## src/rtl/core/mll_pkg.sv

```systemverilog
`timescale 1ns / 1ps
// ----------------------------------------------------------------------------
// Micro-language lexer package
// Token codes, the token record, the scanner result record and the reserved
// word tables shared by the lexer modules.
// ----------------------------------------------------------------------------
package mll_pkg;

   localparam logic [3:0] TK_BEGIN  = 4'd0;
   localparam logic [3:0] TK_END    = 4'd1;
   localparam logic [3:0] TK_READ   = 4'd2;
   localparam logic [3:0] TK_WRITE  = 4'd3;
   localparam logic [3:0] TK_ID     = 4'd4;
   localparam logic [3:0] TK_CONST  = 4'd5;
   localparam logic [3:0] TK_LPAREN = 4'd6;
   localparam logic [3:0] TK_RPAREN = 4'd7;
   localparam logic [3:0] TK_SEMI   = 4'd8;
   localparam logic [3:0] TK_COMMA  = 4'd9;
   localparam logic [3:0] TK_ASSIGN = 4'd10;
   localparam logic [3:0] TK_PLUS   = 4'd11;
   localparam logic [3:0] TK_MINUS  = 4'd12;
   localparam logic [3:0] TK_EOT    = 4'd13;
   localparam logic [3:0] TK_ERROR  = 4'd14;

   localparam int unsigned LEN_W   = 6;
   localparam int unsigned VALUE_W = 31;

   typedef struct packed {
      logic [3:0]         kind;
      logic [LEN_W-1:0]   length;
      logic [VALUE_W-1:0] value;
      logic               last;
   } token_type;

   // Up to two tokens produced by one character.
   typedef struct packed {
      logic [1:0] count;
      token_type  first;
      token_type  second;
   } scan_out_type;

   // Reserved words: inicio, fin, leer, escribir (index equals token code).
   localparam logic [7:0] KW_TEXT [4][8] = '{
      '{8'h69, 8'h6E, 8'h69, 8'h63, 8'h69, 8'h6F, 8'h00, 8'h00},
      '{8'h66, 8'h69, 8'h6E, 8'h00, 8'h00, 8'h00, 8'h00, 8'h00},
      '{8'h6C, 8'h65, 8'h65, 8'h72, 8'h00, 8'h00, 8'h00, 8'h00},
      '{8'h65, 8'h73, 8'h63, 8'h72, 8'h69, 8'h62, 8'h69, 8'h72}
   };
   localparam logic [LEN_W-1:0] KW_LEN [4] = '{6'd6, 6'd3, 6'd4, 6'd8};

   // True when reserved word k has character c at position pos.
   function automatic logic kw_match(input logic [1:0] k, input logic [LEN_W-1:0] pos,
                                     input logic [7:0] c);
      logic hit;
      hit = 1'b0;
      if (pos < KW_LEN[k]) begin
         hit = (KW_TEXT[k][pos[2:0]] == c);
      end
      return hit;
   endfunction

endpackage

```

## src/rtl/core/mll_scanner.sv

```systemverilog
`timescale 1ns / 1ps
// ----------------------------------------------------------------------------
// Lexer scanner
// Holds the automaton state and turns one character into up to two tokens.
// ----------------------------------------------------------------------------
module mll_scanner #(
   parameter int unsigned MAX_LEXEME = 32
) (
   input  logic                  clock,
   input  logic                  reset,
   input  logic                  step,
   input  logic [7:0]            char_code,
   input  logic                  end_of_input,
   output mll_pkg::scan_out_type scan_out
);
   import mll_pkg::*;

   localparam logic [LEN_W-1:0]   MaxLen   = LEN_W'(MAX_LEXEME);
   localparam logic [VALUE_W-1:0] ValueMax = '1;

   localparam logic [7:0] CH_PLUS   = 8'h2B;
   localparam logic [7:0] CH_MINUS  = 8'h2D;
   localparam logic [7:0] CH_LPAREN = 8'h28;
   localparam logic [7:0] CH_RPAREN = 8'h29;
   localparam logic [7:0] CH_COMMA  = 8'h2C;
   localparam logic [7:0] CH_SEMI   = 8'h3B;
   localparam logic [7:0] CH_COLON  = 8'h3A;
   localparam logic [7:0] CH_EQUAL  = 8'h3D;

   typedef enum logic [3:0] {
      ST_IDLE  = 4'b0001,
      ST_IDENT = 4'b0010,
      ST_CONST = 4'b0100,
      ST_COLON = 4'b1000
   } st_type;

   st_type             st_ff, st_in;
   logic [LEN_W-1:0]   cnt_ff, cnt_in;
   logic [3:0]         cand_ff, cand_in;
   logic [VALUE_W-1:0] acc_ff, acc_in;

   logic               is_letter, is_digit, is_space;
   logic [3:0]         digit;
   logic [3:0]         cand_take, cand_start;
   logic [LEN_W-1:0]   cnt_sat;
   logic [VALUE_W+3:0] acc_x10;
   logic [VALUE_W-1:0] acc_sat;
   token_type          id_tok, const_tok;

   // Idle-state scan of the current character.
   logic               idle_valid;
   token_type          idle_tok;
   st_type             idle_st;
   logic [LEN_W-1:0]   idle_cnt;
   logic [3:0]         idle_cand;
   logic [VALUE_W-1:0] idle_acc;

   token_type          t0, t1;
   logic [1:0]         n;

   assign is_letter = ((char_code >= 8'h41) && (char_code <= 8'h5A)) ||
                      ((char_code >= 8'h61) && (char_code <= 8'h7A));
   assign is_digit  = (char_code >= 8'h30) && (char_code <= 8'h39);
   assign is_space  = (char_code == 8'h20) || ((char_code >= 8'h09) && (char_code <= 8'h0D));
   assign digit     = char_code[3:0];
   assign cnt_sat   = (cnt_ff < MaxLen) ? cnt_ff + 1'b1 : cnt_ff;

   always_comb begin
      for (int k = 0; k < 4; k++) begin
         cand_take[k]  = cand_ff[k] & kw_match(2'(k), cnt_ff, char_code);
         cand_start[k] = kw_match(2'(k), '0, char_code);
      end
   end

   // Value times ten plus the digit, saturating.
   assign acc_x10 = {1'b0, acc_ff, 3'b000} + {3'b000, acc_ff, 1'b0} + (VALUE_W+4)'(digit);
   assign acc_sat = (acc_x10 > (VALUE_W+4)'(ValueMax)) ? ValueMax : acc_x10[VALUE_W-1:0];

   always_comb begin
      id_tok        = '0;
      id_tok.kind   = TK_ID;
      id_tok.length = cnt_ff;
      for (int k = 0; k < 4; k++) begin
         if (cand_ff[k] && (cnt_ff == KW_LEN[k])) begin
            id_tok.kind = 4'(k);
         end
      end
      const_tok        = '0;
      const_tok.kind   = TK_CONST;
      const_tok.length = cnt_ff;
      const_tok.value  = acc_ff;
   end

   always_comb begin
      idle_valid = 1'b0;
      idle_tok   = '0;
      idle_st    = ST_IDLE;
      idle_cnt   = cnt_ff;
      idle_cand  = cand_ff;
      idle_acc   = acc_ff;
      if (is_letter) begin
         idle_st   = ST_IDENT;
         idle_cnt  = LEN_W'(1);
         idle_cand = cand_start;
      end else if (is_digit) begin
         idle_st  = ST_CONST;
         idle_cnt = LEN_W'(1);
         idle_acc = VALUE_W'(digit);
      end else if (char_code == CH_COLON) begin
         idle_st = ST_COLON;
      end else if (!is_space) begin
         idle_valid = 1'b1;
         case (char_code)
            CH_PLUS:   idle_tok.kind = TK_PLUS;
            CH_MINUS:  idle_tok.kind = TK_MINUS;
            CH_LPAREN: idle_tok.kind = TK_LPAREN;
            CH_RPAREN: idle_tok.kind = TK_RPAREN;
            CH_COMMA:  idle_tok.kind = TK_COMMA;
            CH_SEMI:   idle_tok.kind = TK_SEMI;
            default:   idle_tok.kind = TK_ERROR;
         endcase
      end
   end

   always_comb begin
      st_in   = st_ff;
      cnt_in  = cnt_ff;
      cand_in = cand_ff;
      acc_in  = acc_ff;
      t0      = '0;
      t1      = '0;
      n       = 2'd0;
      if (end_of_input) begin
         st_in   = ST_IDLE;
         t1.kind = TK_EOT;
         n       = 2'd2;
         case (st_ff)
            ST_IDENT: t0 = id_tok;
            ST_CONST: t0 = const_tok;
            ST_COLON: t0.kind = TK_ERROR;
            default: begin
               t0.kind = TK_EOT;
               n       = 2'd1;
            end
         endcase
      end else begin
         case (st_ff)
            ST_IDENT: begin
               if (is_letter || is_digit) begin
                  cand_in = cand_take;
                  cnt_in  = cnt_sat;
               end else begin
                  t0      = id_tok;
                  t1      = idle_tok;
                  n       = idle_valid ? 2'd2 : 2'd1;
                  st_in   = idle_st;
                  cnt_in  = idle_cnt;
                  cand_in = idle_cand;
                  acc_in  = idle_acc;
               end
            end
            ST_CONST: begin
               if (is_digit) begin
                  acc_in = acc_sat;
                  cnt_in = cnt_sat;
               end else begin
                  t0      = const_tok;
                  t1      = idle_tok;
                  n       = idle_valid ? 2'd2 : 2'd1;
                  st_in   = idle_st;
                  cnt_in  = idle_cnt;
                  cand_in = idle_cand;
                  acc_in  = idle_acc;
               end
            end
            ST_COLON: begin
               // The character after a colon is consumed either way.
               t0.kind = (char_code == CH_EQUAL) ? TK_ASSIGN : TK_ERROR;
               n       = 2'd1;
               st_in   = ST_IDLE;
            end
            default: begin
               t0      = idle_tok;
               n       = idle_valid ? 2'd1 : 2'd0;
               st_in   = idle_st;
               cnt_in  = idle_cnt;
               cand_in = idle_cand;
               acc_in  = idle_acc;
            end
         endcase
      end
      t0.last = (n == 2'd1);
      t1.last = (n == 2'd2);
   end

   assign scan_out.count  = n;
   assign scan_out.first  = t0;
   assign scan_out.second = t1;

   always_ff @(posedge clock) begin
      if (reset) begin
         st_ff   <= ST_IDLE;
         cnt_ff  <= '0;
         cand_ff <= 4'hF;
         acc_ff  <= '0;
      end else if (step) begin
         st_ff   <= st_in;
         cnt_ff  <= cnt_in;
         cand_ff <= cand_in;
         acc_ff  <= acc_in;
      end
   end

`ifndef SYNTH
   // End of input always closes with at least the end-of-text token.
   a_eoi_emits: assert property (@(posedge clock) disable iff (reset)
      step && end_of_input |-> scan_out.count != 2'd0)
      else $error("end of input produced no token");

   // Only the final token of a character carries the last flag.
   a_two_last: assert property (@(posedge clock) disable iff (reset)
      step && scan_out.count == 2'd2 |-> scan_out.second.last && !scan_out.first.last)
      else $error("last flag misplaced on a token pair");

   // The length never passes the limit.
   a_len_sat: assert property (@(posedge clock) disable iff (reset)
      cnt_ff <= MaxLen)
      else $error("lexeme count beyond limit");
`endif

endmodule

```

## src/rtl/core/mll_token_fifo.sv

```systemverilog
`timescale 1ns / 1ps
// ----------------------------------------------------------------------------
// Lexer token queue
// Four-entry queue taking up to two tokens per cycle and giving one.
// ----------------------------------------------------------------------------
module mll_token_fifo (
   input  logic                  clock,
   input  logic                  reset,
   input  logic                  push,
   input  mll_pkg::scan_out_type push_data,
   input  logic                  pop,
   output mll_pkg::token_type    head,
   output logic                  not_empty,
   output logic                  room_two
);
   import mll_pkg::*;

   localparam int unsigned Depth = 4;
   localparam int unsigned PtrW  = $clog2(Depth);

   token_type         mem_ff [Depth];
   logic [PtrW-1:0]   wr_ptr_ff, wr_ptr_in;
   logic [PtrW-1:0]   rd_ptr_ff, rd_ptr_in;
   logic [PtrW:0]     count_ff, count_in;
   logic [1:0]        push_n;
   logic [PtrW-1:0]   wr_next;

   assign push_n    = push ? push_data.count : 2'd0;
   assign wr_next   = wr_ptr_ff + 1'b1;
   assign not_empty = (count_ff != '0);
   assign room_two  = (count_ff <= (PtrW+1)'(Depth - 2));
   assign head      = mem_ff[rd_ptr_ff];

   assign wr_ptr_in = wr_ptr_ff + PtrW'(push_n);
   assign rd_ptr_in = rd_ptr_ff + PtrW'(pop);
   assign count_in  = count_ff + (PtrW+1)'(push_n) - (PtrW+1)'(pop);

   always_ff @(posedge clock) begin
      if (push_n != 2'd0) begin
         mem_ff[wr_ptr_ff] <= push_data.first;
      end
      if (push_n == 2'd2) begin
         mem_ff[wr_next] <= push_data.second;
      end
   end

   always_ff @(posedge clock) begin
      if (reset) begin
         wr_ptr_ff <= '0;
         rd_ptr_ff <= '0;
         count_ff  <= '0;
      end else begin
         wr_ptr_ff <= wr_ptr_in;
         rd_ptr_ff <= rd_ptr_in;
         count_ff  <= count_in;
      end
   end

`ifndef SYNTH
   a_no_overflow: assert property (@(posedge clock) disable iff (reset)
      count_ff <= (PtrW+1)'(Depth))
      else $error("token queue overflow");

   a_ptr_count: assert property (@(posedge clock) disable iff (reset)
      PtrW'(wr_ptr_ff - rd_ptr_ff) == count_ff[PtrW-1:0])
      else $error("token queue pointers disagree with fill count");
`endif

endmodule

```

## src/rtl/core/micro_language_lexer.sv

```systemverilog
`timescale 1ns / 1ps
// ----------------------------------------------------------------------------
// Micro-language lexer
// Table-driven scanner for a small language, one ASCII character per
// transaction in, one token per transaction out.
// ----------------------------------------------------------------------------
// The lexer accepts one character (or an end-of-input mark) per clock cycle
// while the token queue has room, and returns tokens: the four reserved
// words, identifiers, decimal constants with their saturated value, the
// punctuation symbols, assignment, end of text and lexical errors. A
// character passes an input register and the scanner logic into a
// four-entry token queue; a token is on offer once it is written into the
// queue, and the input register holds its character while the queue lacks
// room. A character that ends an identifier or a constant and itself gives
// a token, and every end of input that flushes a pending identifier,
// constant or colon, yields two tokens; the output port moves one token per
// cycle while rsp_tready is high, so such characters need two output
// transfers and the input stalls whenever the queue cannot take two more
// tokens. The last token caused by a character is marked by rsp_tlast.
// Lexeme lengths saturate at MAX_LEXEME and constants at 2^31-1.
// ----------------------------------------------------------------------------
module micro_language_lexer #(
   parameter int unsigned MAX_LEXEME = 32
) (
   input  logic        clock,
   input  logic        reset,
   // Character channel.
   input  logic        req_tvalid,
   output logic        req_tready,
   input  logic [7:0]  req_tdata,   // [7:0] char_code
   input  logic [0:0]  req_tuser,   // [0] end_of_input
   // Token channel.
   output logic        rsp_tvalid,
   input  logic        rsp_tready,
   output logic [47:0] rsp_tdata,   // [3:0] token_kind, [9:4] lexeme_length,
                                    // [40:10] const_value, [47:41] zero
   output logic        rsp_tlast    // last_token
);
   import mll_pkg::*;

   logic         in_valid_ff;
   logic [7:0]   in_char_ff;
   logic         in_eoi_ff;
   logic         step;
   logic         req_fire;
   logic         rsp_fire;
   logic         fifo_room;
   scan_out_type scan_out;
   token_type    head;

   // The held character is scanned once the queue can take both of its
   // possible tokens; the input register refills in that same cycle.
   assign step       = in_valid_ff && fifo_room;
   assign req_tready = !in_valid_ff || step;
   assign req_fire   = req_tvalid && req_tready;
   assign rsp_fire   = rsp_tvalid && rsp_tready;

   always_ff @(posedge clock) begin
      if (reset) begin
         in_valid_ff <= 1'b0;
      end else if (req_fire) begin
         in_valid_ff <= 1'b1;
      end else if (step) begin
         in_valid_ff <= 1'b0;
      end
   end

   always_ff @(posedge clock) begin
      if (req_fire) begin
         in_char_ff <= req_tdata;
         in_eoi_ff  <= req_tuser[0];
      end
   end

   mll_scanner #(
      .MAX_LEXEME (MAX_LEXEME)
   ) u_scanner (
      .clock        (clock),
      .reset        (reset),
      .step         (step),
      .char_code    (in_char_ff),
      .end_of_input (in_eoi_ff),
      .scan_out     (scan_out)
   );

   mll_token_fifo u_token_fifo (
      .clock     (clock),
      .reset     (reset),
      .push      (step),
      .push_data (scan_out),
      .pop       (rsp_fire),
      .head      (head),
      .not_empty (rsp_tvalid),
      .room_two  (fifo_room)
   );

   assign rsp_tdata = {7'b0000000, head.value, head.length, head.kind};
   assign rsp_tlast = head.last;

endmodule
```

## config.mk

```make
export PLATFORM = sky130hd
export DESIGN_NAME = micro_language_lexer
export DESIGN_NICKNAME = d
export VERILOG_FILES = /design/src/rtl/core/mll_pkg.sv /design/src/rtl/core/mll_scanner.sv /design/src/rtl/core/mll_token_fifo.sv /design/src/rtl/core/micro_language_lexer.sv
export SDC_FILE = /design/constraint.sdc
export NUM_CORES = 1
export LEC_CHECK = 0
export ABC_AREA = 1
export ABC_CLOCK_PERIOD_IN_PS = 7500
export BUFFER_PORTS_ARGS = -buffer_cell sky130_fd_sc_hd__buf_4
export CAP_MARGIN = 20
export CORE_MARGIN = 2
export CORE_UTILIZATION = 55
export DETAILED_ROUTE_END_ITERATION = 6
export PLACE_DENSITY = 0.76
export SETUP_SLACK_MARGIN = 0.3
export SYNTH_ARGS = -nofsm -noshare
export SYNTH_HDL_FRONTEND = slang
export SYNTH_SLANG_ARGS = --single-unit
```

## constraint.sdc

```tcl
create_clock -name clock -period 7.5 [get_ports clock]
set_input_delay 0.375 -clock clock [delete_from_list [all_inputs] [get_ports clock]]
set_output_delay 0.375 -clock clock [all_outputs]
set_load 0.03 [all_outputs]
```

==> results.sh <==
export IMPL_io_pins=64
export IMPL_die_h_um=164.9
export IMPL_synth_seq_area_share_pct=34.38
export IMPL_antenna_found_initial=0
export IMPL_drv_slew=0
export IMPL_port_buffers=56
export IMPL_min_period_ps=3952
export IMPL_gp_congestion=0.9437
export IMPL_path_cells="inv_2 > nand2_1 > nand2_1 > nand2_1 > nand3_1 > nand2_1 > buf_4 > nand3_1 > nand3_1 > nand2_1 > nand2_2 > nand3_2 > nand2_4 > buf_4 > nand3_1 > nand2_1 > nor2_1"
export IMPL_status="finished clean"
export IMPL_fin_skew_ps=19.34
export IMPL_core_area_um2=25330
export IMPL_antenna_left=0
export IMPL_grt_pass1_wl_mm=66.71
export IMPL_fin_area_um2=15430
export IMPL_slew_headroom_pct=25.38
export IMPL_grt_max_degree=87
export IMPL_hold_class="in -> reg"
export IMPL_first_pass_iters=6
export IMPL_wl_per_cell_um=16.41
export IMPL_rsz0062_at_grt="false"
export IMPL_wl_mm=41.33
export IMPL_p_leak_nw=7.404
export IMPL_synth_cell_area_um2=14240
export IMPL_cts_repair_resized=0
export IMPL_clock_latency_ps=550
export IMPL_synth_cell_types=42
export IMPL_dr_first_iter_drc_count=1662
export IMPL_nets=2260
export IMPL_syn_to_final_growth_pct=8.402
export IMPL_overflow=0
export IMPL_max_stage_delay_ps=710
export IMPL_cp_max_fo=80
export IMPL_dpl_instance_area_um2=14610
export IMPL_worstPathRequired_ps=7930
export IMPL_setup_violations=0
export IMPL_synth_edf_count=29
export IMPL_power_w=0.005177
export IMPL_critPathKind="reg -> reg"
export IMPL_vias=14340
export IMPL_tritoncts="built"
export IMPL_fin_util_pct=60.93
export IMPL_async_reset_ff_share_pct=0
export IMPL_grt_pass1_vias=13380
export IMPL_n_antenna_cell=0
export IMPL_hold_buffers=0
export IMPL_ys_warnings_count=0
export IMPL_std_cell_rows=58
export IMPL_viasPerCell=5.694
export IMPL_hold_viol=0
export IMPL_timing_critical_path_from_type="flop"
export IMPL_numCtsBuffers=26
export IMPL_power_density_nw_per_um2=335.5
export IMPL_grtUsageTotal_pct=30.32
export IMPL_cts_root_buf="clkbuf_16"
export IMPL_syn_inst=2195
export IMPL_crit_path_end_kind="flop"
export IMPL_synth_seq_cells=230
export IMPL_syn_avg_cell_area_um2=6.486
export IMPL_synthFlopType="dfxtp_1"
export IMPL_die_area_um2=27190
export IMPL_clkTransAtPathRegs_ps=60
export IMPL_fmax_ghz=0.2530
export IMPL_drive_gt1_share_pct=6.396
export IMPL_clkSinkCount=230
export IMPL_path_common_cell="nand2_1"
export IMPL_post_route_period_util_pct=52.69
export IMPL_clk_path_buf_depth=3
export IMPL_critical_path_slowest_cell="buf_4"
export IMPL_h_tree_depth=1
export IMPL_max_cap_viol_count=0
export IMPL_initial_core_util_pct=56.21
export IMPL_irDropWorstVdd_uv=298.0
export IMPL_dpl_hpwl_mm=26.74
export IMPL_post_cts_buffers=0
export IMPL_die_x_um=164.9
export IMPL_worstPathArrival_ps=4380
export IMPL_tightest_slew_ps=1117
export IMPL_drc=0
export IMPL_tns_ps=0
placed cells by master (no fill, tap or decap), types with 17 or more instances in the layout:
cell       instances
nor2_1           495
nand2_1          439
nand3_1          254
dfxtp_1          200
o21ai_0          158
a21oi_1          126
inv_1            119
buf_4             75
ha_1              73
o22ai_1           49
edfxtp_1          29
clkbuf_16         26
nor3_1            18
xnor2_1           17
logic make-up (layout without fill, tap and decap cells):
| logic type | after synthesis | count (layout) | share of synthesized area, % |
|---|---|---|---|
| AO/OA/AOI/OAI | 364 | 364 | 13.79 |
| XOR/XNOR | 25 | 25 | 1.538 |
| other | 1 | 7 | 0.02634 |
| flip-flops | 230 | 230 | 34.38 |
| adder cells (fa/ha/maj) | 76 | 76 | 6.838 |
| buffers and inverters | 262 | 250 | 7.892 |
| AND/OR/NAND/NOR | 1237 | 1237 | 35.53 |
state kept, by name, summed over array words and instances, names as in the netlist:
signal and cells:
in_valid_ff 1, u_token_fifo.mem_ff 168, u_scanner.acc_ff 31, u_scanner.st_ff 4
u_token_fifo.count_ff 3, u_scanner.cnt_ff 6, u_scanner.cand_ff 4, u_token_fifo.rd_ptr_ff 2
u_token_fifo.wr_ptr_ff 2, in_char_ff 8, in_eoi_ff 1
per-stage QoR:
step	hold slack [ps]	setup slack, ps	std cells
2_1_floorplan	436.5	4353	2201
3_3_place_gp	456.3	3810	2472
3_5_place_dp	459.3	3688	2472
4_1_cts	0.6957	3672	2518
5_1_grt	5.175	3142	2519
6_report	13.92	3548	2519
power breakdown:
group	leakage [nW]	switching, W	total (W)	internal, W
registers	1.94	0.000212	0.00185	0.00164
clock network	0.392	0.000538	0.00122	0.000683
logic	5.07	0.00136	0.00210	0.000740
final cells by class:
type                    instances  area, um^2
clock buffers                  35       724.4
clock inverters                11       88.84
fillers                      2456        9894
inverters                     129       484.2
multi-input cells            1709        8263
flip-flops and latches        230        4896
well taps                     330       412.9
repair buffers                 75       563.0
cells in the mapped netlist, drive strengths merged, types with 3 or more instances:
| cell | instances | area [um^2] |
|---|---|---|
| nor2 | 505 | 1913 |
| nand2 | 444 | 1679 |
| nand3 | 255 | 1281 |
| dfxtp | 201 | 4024 |
| o21ai | 161 | 817.0 |
| a21oi | 126 | 630.6 |
| inv | 125 | 469.2 |
| clkbuf | 74 | 277.8 |
| ha | 73 | 913.4 |
| buf | 59 | 361.6 |
| o22ai | 49 | 306.5 |
| edfxtp | 29 | 870.8 |
| nor3 | 18 | 90.09 |
| xnor2 | 17 | 148.9 |
| nand4 | 8 | 50.05 |
| xor2 | 8 | 70.07 |
| nor4 | 6 | 37.54 |
| o211ai | 5 | 37.54 |
| a211oi | 4 | 30.03 |
| clkinv | 4 | 15.01 |
| o21a | 4 | 30.03 |
| a31oi | 3 | 18.77 |
| fa | 3 | 60.06 |
| o21bai | 3 | 22.52 |
metal layers:
metal	global-route usage, %	vias up	wire length (um)
met3	3.566	76	3191
met2	50.57	577	18620
met1	41.51	6530	18670
li1	-	7161	-
met5	0	-	0
met4	8.498	0	854
path summary, 6_finish.rpt:
| path | from | to | slack, ps | cells after the start |
|---|---|---|---|---|
| max | in_char_ff[1] | u_token_fifo.mem_ff[2][5] | 3550 | 17 |
| min reg2reg | u_scanner.st_ff[3] | u_scanner.st_ff[3] | 470 | 2 |
| max reg2reg | in_char_ff[1] | u_token_fifo.mem_ff[2][5] | 3550 | 17 |
| min | req_tdata[7] | in_char_ff[7] | 10 | 1 |
critical path: cells and delay by family, from the launching register on:
family / cells / cell delay, ps
flip-flops: 1 / 560
AND/OR/NAND/NOR: 14 / 1990
buffers and inverters: 3 / 1250
No activity file was read; power rests on OpenSTA's default activity.
